==> config.mk <==
export PLATFORM = sky130hd
export DESIGN_NAME = huffman_min_total_cost
export DESIGN_NICKNAME = d
export VERILOG_FILES = /design/src/rtl/hmtc_pkg.sv /design/src/rtl/huffman_min_total_cost.sv /design/src/rtl/hmtc_front.sv /design/src/rtl/hmtc_heap.sv
export SDC_FILE = /design/constraint.sdc
export NUM_CORES = 2
export LEC_CHECK = 0
export BUFFER_PORTS_ARGS = -buffer_cell sky130_fd_sc_hd__clkbuf_2
export CAP_MARGIN = 40
export CORE_MARGIN = 1.5
export CORE_UTILIZATION = 40
export CTS_CLUSTER_SIZE = 25
export DETAILED_ROUTE_END_ITERATION = 10
export GPL_TIMING_DRIVEN = 0
export PLACE_DENSITY = 0.65
export SLEW_MARGIN = 20
export SYNTH_ARGS = -nofsm -noshare
export SYNTH_HDL_FRONTEND = slang
export SYNTH_SLANG_ARGS = --single-unit
export TNS_END_PERCENT = 10
==> constraint.sdc <==
create_clock -name clk -period 5.6 [get_ports clk]
set_input_delay 0.28 -clock clk [delete_from_list [all_inputs] [get_ports clk]]
set_output_delay 0.28 -clock clk [all_outputs]
set_load 0.02 [all_outputs]
==> src/rtl/hmtc_pkg.sv <==
// Shared constants and types for the Huffman path length block.
`default_nettype none
package hmtc_pkg;
  localparam int MAX_SYMBOLS = 64;
  localparam int ADDR_W      = $clog2(MAX_SYMBOLS);
  localparam int CNT_W       = $clog2(MAX_SYMBOLS + 1);
  localparam int IDX_W       = ADDR_W + 2;
  localparam int HEAP_W      = 22;
  localparam int WEIGHT_W    = 16;
  localparam int COST_W      = 32;
  localparam int SCOUNT_W    = 7;
  localparam int QDEPTH      = 4;
  localparam int QPTR_W      = $clog2(QDEPTH);

  typedef struct packed {
    logic [WEIGHT_W-1:0] weight;
    logic                last;
  } hmtc_item_t;

  typedef struct packed {
    logic [COST_W-1:0]   total_cost;
    logic [SCOUNT_W-1:0] symbol_count;
  } hmtc_result_t;
endpackage
`default_nettype wire

==> src/rtl/huffman_min_total_cost.sv <==
// Top level of the Huffman minimum weighted path length block.
`default_nettype none
// Stream in symbol weights, one per transfer; in_tlast marks the final weight
// of a set. Up to 64 weights are kept (a weight beyond that is dropped, but a
// tlast on it still closes the set). Each weight is queued, then inserted into
// a min-heap memory with a single read port by a sift-up walk, a read state
// and a compare state per level. After the last weight the engine repeatedly
// removes two minima (each by a sift-down walk that reads the children of a
// level, compares and moves down), adds them, adds the sum to the cost and
// inserts it again by a sift-up walk, with a check state before each merge,
// until one entry is left. One result transfer follows per set: total cost
// (sum of all merge weights, 0 for a lone symbol) and the number of weights
// loaded. A four-deep input queue lets the next set start arriving while the
// current one merges, and the output register holds a result until it is
// taken.
module huffman_min_total_cost
  import hmtc_pkg::*;
(
  input  wire logic        clk,
  input  wire logic        rst_n,
  input  wire logic        in_tvalid,
  output logic             in_tready,
  input  wire logic [15:0] in_tdata,   // [15:0] weight
  input  wire logic        in_tlast,   // last_weight
  output logic             out_tvalid,
  input  wire logic        out_tready,
  output logic [39:0]      out_tdata   // [31:0] total_cost, [38:32] symbol_count
);
  hmtc_item_t   q_item;
  logic         q_valid, q_pop;
  hmtc_result_t res;
  logic         res_valid, res_ready;
  logic         out_valid_r;
  hmtc_result_t out_r;

  hmtc_front u_front (
    .clk, .rst_n, .in_tvalid, .in_tready, .in_tdata, .in_tlast,
    .q_valid, .q_item, .q_pop
  );

  hmtc_heap u_heap (
    .clk, .rst_n, .q_valid, .q_item, .q_pop,
    .res_valid, .res, .res_ready
  );

  // Take a new result when the output register is empty or being drained.
  assign res_ready = !out_valid_r || out_tready;

  always_ff @(posedge clk) begin
    if (!rst_n) begin
      out_valid_r <= 1'b0;
    end else if (res_ready) begin
      out_valid_r <= res_valid;
    end
  end

  always_ff @(posedge clk) begin
    if (res_ready && res_valid) out_r <= res;
  end

  assign out_tvalid = out_valid_r;
  assign out_tdata  = {1'b0, out_r.symbol_count, out_r.total_cost};
endmodule
`default_nettype wire

==> src/rtl/hmtc_front.sv <==
// Input front end: accepts weight transfers into a short queue.
`default_nettype none
module hmtc_front
  import hmtc_pkg::*;
(
  input  wire logic        clk,
  input  wire logic        rst_n,
  input  wire logic        in_tvalid,
  output logic             in_tready,
  input  wire logic [15:0] in_tdata,
  input  wire logic        in_tlast,
  output logic             q_valid,
  output hmtc_item_t       q_item,
  input  wire logic        q_pop
);
  hmtc_item_t        slot_r [QDEPTH];
  logic [QPTR_W-1:0] wr_r, wr_nxt, rd_r, rd_nxt;
  logic [QPTR_W:0]   level_r, level_nxt;
  logic              push, pop;

  assign in_tready = (level_r != (QPTR_W+1)'(QDEPTH));
  assign push      = in_tvalid && in_tready;
  assign q_valid   = (level_r != '0);
  assign pop       = q_pop && q_valid;
  assign q_item    = slot_r[rd_r];

  always_comb begin
    wr_nxt    = push ? wr_r + 1'b1 : wr_r;
    rd_nxt    = pop ? rd_r + 1'b1 : rd_r;
    level_nxt = level_r;
    if (push && !pop) level_nxt = level_r + 1'b1;
    else if (pop && !push) level_nxt = level_r - 1'b1;
  end

  always_ff @(posedge clk) begin
    if (!rst_n) begin
      wr_r    <= '0;
      rd_r    <= '0;
      level_r <= '0;
    end else begin
      wr_r    <= wr_nxt;
      rd_r    <= rd_nxt;
      level_r <= level_nxt;
    end
  end

  always_ff @(posedge clk) begin
    if (push) begin
      slot_r[wr_r].weight <= in_tdata[WEIGHT_W-1:0];
      slot_r[wr_r].last   <= in_tlast;
    end
  end

`ifndef ASSERT_OFF
  a_level_bound: assert property (@(posedge clk) disable iff (!rst_n)
    level_r <= (QPTR_W+1)'(QDEPTH)) else $error("queue level over depth");
`endif
endmodule
`default_nettype wire

==> src/rtl/hmtc_heap.sv <==
// Heap engine: loads weights into a min-heap and merges down to one entry.
`default_nettype none
module hmtc_heap
  import hmtc_pkg::*;
(
  input  wire logic   clk,
  input  wire logic   rst_n,
  input  wire logic   q_valid,
  input  wire hmtc_item_t q_item,
  output logic        q_pop,
  output logic        res_valid,
  output hmtc_result_t res,
  input  wire logic   res_ready
);
  localparam logic [3:0] ST_IDLE   = 4'd0;
  localparam logic [3:0] ST_UP_RD  = 4'd1;
  localparam logic [3:0] ST_UP_CMP = 4'd2;
  localparam logic [3:0] ST_CHK    = 4'd3;
  localparam logic [3:0] ST_TOP    = 4'd4;
  localparam logic [3:0] ST_LAST   = 4'd5;
  localparam logic [3:0] ST_DN_L   = 4'd6;
  localparam logic [3:0] ST_DN_R   = 4'd7;
  localparam logic [3:0] ST_DN_CMP = 4'd8;
  localparam logic [3:0] ST_DN_DEC = 4'd9;
  localparam logic [3:0] ST_TM_END = 4'd10;

  logic [HEAP_W-1:0] mem [MAX_SYMBOLS];
  logic [HEAP_W-1:0] rdata_r;
  logic [ADDR_W-1:0] raddr, waddr;
  logic [HEAP_W-1:0] wdata;
  logic              we;

  logic [3:0]        state_r, state_nxt;
  logic [CNT_W-1:0]  cnt_r, cnt_nxt, loaded_r, loaded_nxt;
  logic [COST_W-1:0] acc_r, acc_nxt;
  logic              merge_r, merge_nxt, phase_r, phase_nxt;
  logic [ADDR_W-1:0] pos_r, pos_nxt, cidx_r, cidx_nxt;
  logic [HEAP_W-1:0] item_r, item_nxt, cval_r, cval_nxt, a_r, a_nxt;
  logic [ADDR_W-1:0] pos_m1;
  logic [IDX_W-1:0]  l_ext, r_ext, n_ext;
  logic [CNT_W-1:0]  cnt_m1;
  logic [HEAP_W-1:0] merge_sum;
  // Hold the removed top across the sift-down walk.
  logic [HEAP_W-1:0] top_hold_r;

  function automatic logic [COST_W-1:0] sum_sat(input logic [COST_W-1:0] acc,
                                                 input logic [HEAP_W-1:0] s);
    logic [COST_W:0] t;
    t = {1'b0, acc} + (COST_W+1)'(s);
    sum_sat = t[COST_W] ? {COST_W{1'b1}} : t[COST_W-1:0];
  endfunction

  assign pos_m1    = pos_r - 1'b1;
  assign l_ext     = {1'b0, pos_r, 1'b1};
  assign r_ext     = l_ext + 1'b1;
  assign n_ext     = IDX_W'(cnt_r);
  assign cnt_m1    = cnt_r - 1'b1;
  assign merge_sum = a_r + top_hold_r;

  assign res_valid        = (state_r == ST_CHK) && (cnt_r <= CNT_W'(1));
  assign res.total_cost   = acc_r;
  assign res.symbol_count = SCOUNT_W'(loaded_r);

  always_comb begin
    state_nxt  = state_r;
    cnt_nxt    = cnt_r;
    loaded_nxt = loaded_r;
    acc_nxt    = acc_r;
    merge_nxt  = merge_r;
    phase_nxt  = phase_r;
    pos_nxt    = pos_r;
    cidx_nxt   = cidx_r;
    item_nxt   = item_r;
    cval_nxt   = cval_r;
    a_nxt      = a_r;
    raddr      = '0;
    waddr      = pos_r;
    wdata      = item_r;
    we         = 1'b0;
    q_pop      = 1'b0;
    unique case (state_r)
      ST_IDLE: begin
        if (q_valid) begin
          q_pop     = 1'b1;
          merge_nxt = q_item.last;
          if (cnt_r < CNT_W'(MAX_SYMBOLS)) begin
            item_nxt  = HEAP_W'(q_item.weight);
            pos_nxt   = cnt_r[ADDR_W-1:0];
            cnt_nxt   = cnt_r + 1'b1;
            state_nxt = ST_UP_RD;
          end else if (q_item.last) begin
            state_nxt = ST_CHK;
          end
          if (q_item.last) begin
            loaded_nxt = (cnt_r < CNT_W'(MAX_SYMBOLS)) ? cnt_r + 1'b1 : cnt_r;
          end
        end
      end
      ST_UP_RD: begin
        if (pos_r == '0) begin
          we        = 1'b1;
          state_nxt = merge_r ? ST_CHK : ST_IDLE;
        end else begin
          raddr     = {1'b0, pos_m1[ADDR_W-1:1]};
          state_nxt = ST_UP_CMP;
        end
      end
      ST_UP_CMP: begin
        we = 1'b1;
        if (rdata_r > item_r) begin
          wdata     = rdata_r;
          pos_nxt   = {1'b0, pos_m1[ADDR_W-1:1]};
          state_nxt = ST_UP_RD;
        end else begin
          state_nxt = merge_r ? ST_CHK : ST_IDLE;
        end
      end
      ST_CHK: begin
        if (cnt_r <= CNT_W'(1)) begin
          if (res_ready) begin
            cnt_nxt   = '0;
            acc_nxt   = '0;
            merge_nxt = 1'b0;
            state_nxt = ST_IDLE;
          end
        end else begin
          phase_nxt = 1'b0;
          state_nxt = ST_TOP;
        end
      end
      ST_TOP: begin
        cnt_nxt = cnt_m1;
        if (cnt_m1 != '0) begin
          raddr     = cnt_m1[ADDR_W-1:0];
          state_nxt = ST_LAST;
        end else begin
          state_nxt = ST_TM_END;
        end
        // cval_r takes the top too, but the end step uses the copy in top_hold_r
        cval_nxt = rdata_r;
      end
      ST_LAST: begin
        item_nxt  = rdata_r;
        pos_nxt   = '0;
        state_nxt = ST_DN_L;
      end
      ST_DN_L: begin
        if (l_ext < n_ext) begin
          raddr     = l_ext[ADDR_W-1:0];
          state_nxt = ST_DN_R;
        end else begin
          we        = 1'b1;
          state_nxt = ST_TM_END;
        end
      end
      ST_DN_R: begin
        cval_nxt = rdata_r;
        cidx_nxt = l_ext[ADDR_W-1:0];
        if (r_ext < n_ext) begin
          raddr     = r_ext[ADDR_W-1:0];
          state_nxt = ST_DN_CMP;
        end else begin
          state_nxt = ST_DN_DEC;
        end
      end
      ST_DN_CMP: begin
        if (rdata_r < cval_r) begin
          cval_nxt = rdata_r;
          cidx_nxt = r_ext[ADDR_W-1:0];
        end
        state_nxt = ST_DN_DEC;
      end
      ST_DN_DEC: begin
        we = 1'b1;
        if (item_r <= cval_r) begin
          state_nxt = ST_TM_END;
        end else begin
          wdata     = cval_r;
          pos_nxt   = cidx_r;
          state_nxt = ST_DN_L;
        end
      end
      ST_TM_END: begin
        // a_r doubles as the saved top of this removal
        if (!phase_r) begin
          phase_nxt = 1'b1;
          state_nxt = ST_TOP;
        end else begin
          item_nxt  = merge_sum;
          acc_nxt   = sum_sat(acc_r, merge_sum);
          pos_nxt   = cnt_r[ADDR_W-1:0];
          cnt_nxt   = cnt_r + 1'b1;
          state_nxt = ST_UP_RD;
        end
        if (!phase_r) a_nxt = top_hold_r;
      end
      default: state_nxt = ST_IDLE;
    endcase
  end

  always_ff @(posedge clk) begin
    if (state_r == ST_TOP) top_hold_r <= rdata_r;
  end

  always_ff @(posedge clk) begin
    if (!rst_n) begin
      state_r  <= ST_IDLE;
      cnt_r    <= '0;
      acc_r    <= '0;
      merge_r  <= 1'b0;
      phase_r  <= 1'b0;
      loaded_r <= '0;
    end else begin
      state_r  <= state_nxt;
      cnt_r    <= cnt_nxt;
      acc_r    <= acc_nxt;
      merge_r  <= merge_nxt;
      phase_r  <= phase_nxt;
      loaded_r <= loaded_nxt;
    end
  end

  always_ff @(posedge clk) begin
    pos_r  <= pos_nxt;
    cidx_r <= cidx_nxt;
    item_r <= item_nxt;
    cval_r <= cval_nxt;
    a_r    <= a_nxt;
  end

  always_ff @(posedge clk) begin
    if (we) mem[waddr] <= wdata;
    rdata_r <= mem[raddr];
  end

`ifndef ASSERT_OFF
  a_cnt_bound: assert property (@(posedge clk) disable iff (!rst_n)
    cnt_r <= CNT_W'(MAX_SYMBOLS)) else $error("heap count over capacity");
  a_res_one: assert property (@(posedge clk) disable iff (!rst_n)
    res_valid |-> merge_r) else $error("result outside a merge run");
  a_res_clear: assert property (@(posedge clk) disable iff (!rst_n)
    (res_valid && res_ready) |=> (cnt_r == '0 && acc_r == '0))
    else $error("state not cleared after result");
`endif
endmodule
`default_nettype wire
==> impl_metrics.toml <==
[critical_path]
critical_path_arrival_ps = 6300
cp-start-kind = "register"
crit_required_ps = 6240
critPathMaxFanout = 10
worst-setup-path-type = "register to register"
end_kind = "register"
rrSetupSlack_ps = -60

[clock_network]
cts_tree = "done"
cts_buffer_depth = 3
clock_latency_ps = 830
cts_htree_levels = 4
clock-sinks = 1699
cts-root-buf = "clkbuf_16"
cts_buffers = 172
path_clk_slew_ps = 70

[run]
cap_viol_max_count = 0

[place]
dpl_cell_area_um2 = 75210
port_buffers = 61
gp_congestion = 1.001
post-dp-hpwl_um = 136200

[synthesis]
synth_edf_count = 1615
synth_area_leader_cell = "edfxtp_1"
synth-seq-area-share_pct = 71.16
synth_area_per_cell_um2 = 13.33
yosysUniqueCellTypes = 74
ys_warn_count = 0
synth_fp_nets = 5446
ys_ff_latch = 1699
yosysTopAreaCellShare_pct = 68.77
syn_area_um2 = 70520
syn_inst = 5290
postSynth.asyncResetShare_pct = 0
ys_dominant_reg_cell = "edfxtp_1"
synth_area_leaders = "edfxtp_1, nand2_1, mux2i_1"

[layout]
finalNetCount = 5767
final_cell_mix = "edfxtp_1, nand2_1, nand3_1, mux2i_1, a21oi_1"
design_area_um2 = 81200
drive_gt1_share_pct = 10.36
final_common_cell = "edfxtp_1"
area_delta_synth_final_pct = 15.14

[drt]
viasPerCell = 5.638
wirelength_um = 197600
drc_errors = 0
detail-route-antenna-nets = 0
wl_per_cell_um = 24.45
dr.pass1.iters = 7
drt_iter0_markers = 5128
vias = 45570

[global_routing]
grt_pass1_vias = 43770
grt-ovfl-total = 0
grt_first_pass_wirelength_um = 288400
antenna_found_initial = 14
grt.total_usage_pct = 21.67
grt_max_degree = 65

[sta]
layout_setup_ws_ps = -59.70
period_minus_slack_ps = 5660
hold_ws_ps = 260.7
rsz0062_at_grt = "true"
max_slew.worst_pin.slew_ps = 965.9
clock_skew_ps = 58.42
setup_viol = 3
hold_viol = 0
min_period_over_period_pct = 101.1
slew-limit-headroom_pct = 35.61
max_clock_freq_mhz = 176.7
slew_violations = 0

[floorplan]
die_area_um2 = 178800
dieHeight_um = 422.9
num_rows = 153
ios = 63
core-area_um2 = 174600
die_x_um = 422.9
initial_core_util_pct = 40.39

[run_status]
violations = "setup timing"
outcome = "finished with violations"

[power]
max-vdd-ir-drop_mv = 0.4455
p_leak_nw = 27.60
power_density_nw_per_um2 = 520.7

[hold_path]
hold_class = "input pin to register"
[state kept, by name, summed over array words and instances, names as in the netlist, named ones only]
name and cells:
u_heap.cidx_r 6, u_heap.acc_r 32, u_heap.a_r 22, u_heap.pos_r 6, u_heap.item_r 22, u_front.slot_r 68, u_heap.cnt_r 7, out_tdata 39
out_tvalid 1, u_front.rd_r 2, u_heap.loaded_r 7, u_heap.state_r 4, u_heap.merge_r 1, u_heap.mem 1408, u_front.level_r 3, u_heap.phase_r 1
u_heap.top_hold_r 22, u_heap.rdata_r 22, u_heap.cval_r 22, u_front.wr_r 2
[critical path, cell delays in order, from the launching register on]
cell and delay [ps]:
edfxtp_1 470, clkbuf_2 270, inv_1 260, ha_1 230
or3b_4 420, o311ai_4 410, o22ai_1 200, a31oi_1 320
a211oi_1 170, buf_2 210, o21ai_1 150, buf_2 420
buf_2 350, a21oi_1 70, nor4_1 530, o21ai_1 370
or4_1 630
[cells by family after synthesis]
group	count (synthesis)	share of synthesized area, %
muxes	311	4.734
xor gates and xnor gates	60	0.7452
buffers and inverters	392	2.269
AOI/OAI and AO/OA	665	5.964
other	1	0.005318
and+or+nand+nor	2027	12.70
adders and majority gates	135	2.427
DFF	1699	71.16
[power by group]
group | internal, mW | leakage, nW | switching [mW]
Combinational | 3.68 | 9.68 | 10.4
Clock | 6.24 | 2.67 | 4.99
Sequential | 16.5 | 15.2 | 0.507
[routing by layer]
layer	up-vias	wire length, µm	track usage [%]
li1	20440	-	-
met1	22640	79890	28.56
met2	2076	91790	34.72
met5	-	52	0
met3	412	16900	4.616
met4	8	8959	9.113
[Yosys cell counts, types with 12 or more instances]
cell type,number
a21oi_1,243
nand2_1,1074
nor4_1,49
mux4_2,18
xnor2_1,35
nand4_1,55
or3_1,19
or4_1,24
o21ai_0,101
a222oi_1,22
xor2_1,25
nand3_1,486
o21a_1,14
a31oi_1,18
and3_1,22
mux2i_1,293
o22ai_1,68
a211oi_1,23
a21o_1,41
inv_1,100
buf_1,20
nor2b_1,14
a32oi_1,24
nor2_1,169
nand2b_1,15
a22oi_1,15
buf_2,43
nor3_1,68
ha_1,132
dfxtp_1,84
a311oi_1,13
edfxtp_1,1615
buf_4,12
clkbuf_1,212
[worst paths after layout]
kind                      startpoint                     to  depth (start not counted)
setup / recovery     u_heap.pos_r[1]     u_heap.rdata_r[12]                         16
hold / removal           in_tdata[9]  u_front.slot_r[2][10]                          2
setup reg to reg     u_heap.pos_r[1]     u_heap.rdata_r[12]                         16
hold reg to reg   u_heap.loaded_r[2]          out_tdata[34]                          0
[what timing repair did]
item,4_1_cts,5_1_grt
pin swaps,0,1
hold endpoints to repair,84,0
resized for setup,30,40
setup buffers,0,1
endpoints found under the setup margin,22,35
hold buffers,20,0
[per-stage QoR]
| stage | util (%) | setup WS [ps] | TNS [ps] | power [mW] | std cells |
|---|---|---|---|---|---|
| after floorplan | - | 1253 | 0 | 24.60 | 5290 |
| after global placement | 42.23 | -969.6 | -162310 | 30.22 | 7676 |
| after detailed placement | 43.08 | -609.7 | -8396 | 30.84 | 7736 |
| after CTS | 46.40 | 0.9273 | 0 | 42.07 | 8071 |
| after global routing | 46.50 | -125.7 | -634.4 | 43.76 | 8077 |
| final | 46.51 | -59.70 | -93.83 | 42.28 | 8083 |
[area by class of cell]
class / instances / area, µm²
diodes: 6 / 15.01
fillers: 15230 / 93390
inverters: 101 / 424.2
clock inverters: 95 / 917.1
plain buffers: 290 / 1259
repair buffers: 148 / 1520
flip-flops and latches: 1699 / 50180
multi-input cells: 3199 / 19370
clock buffers: 220 / 4599
well taps: 2325 / 2909
Note: power is estimated with default switching activity, not from simulation.
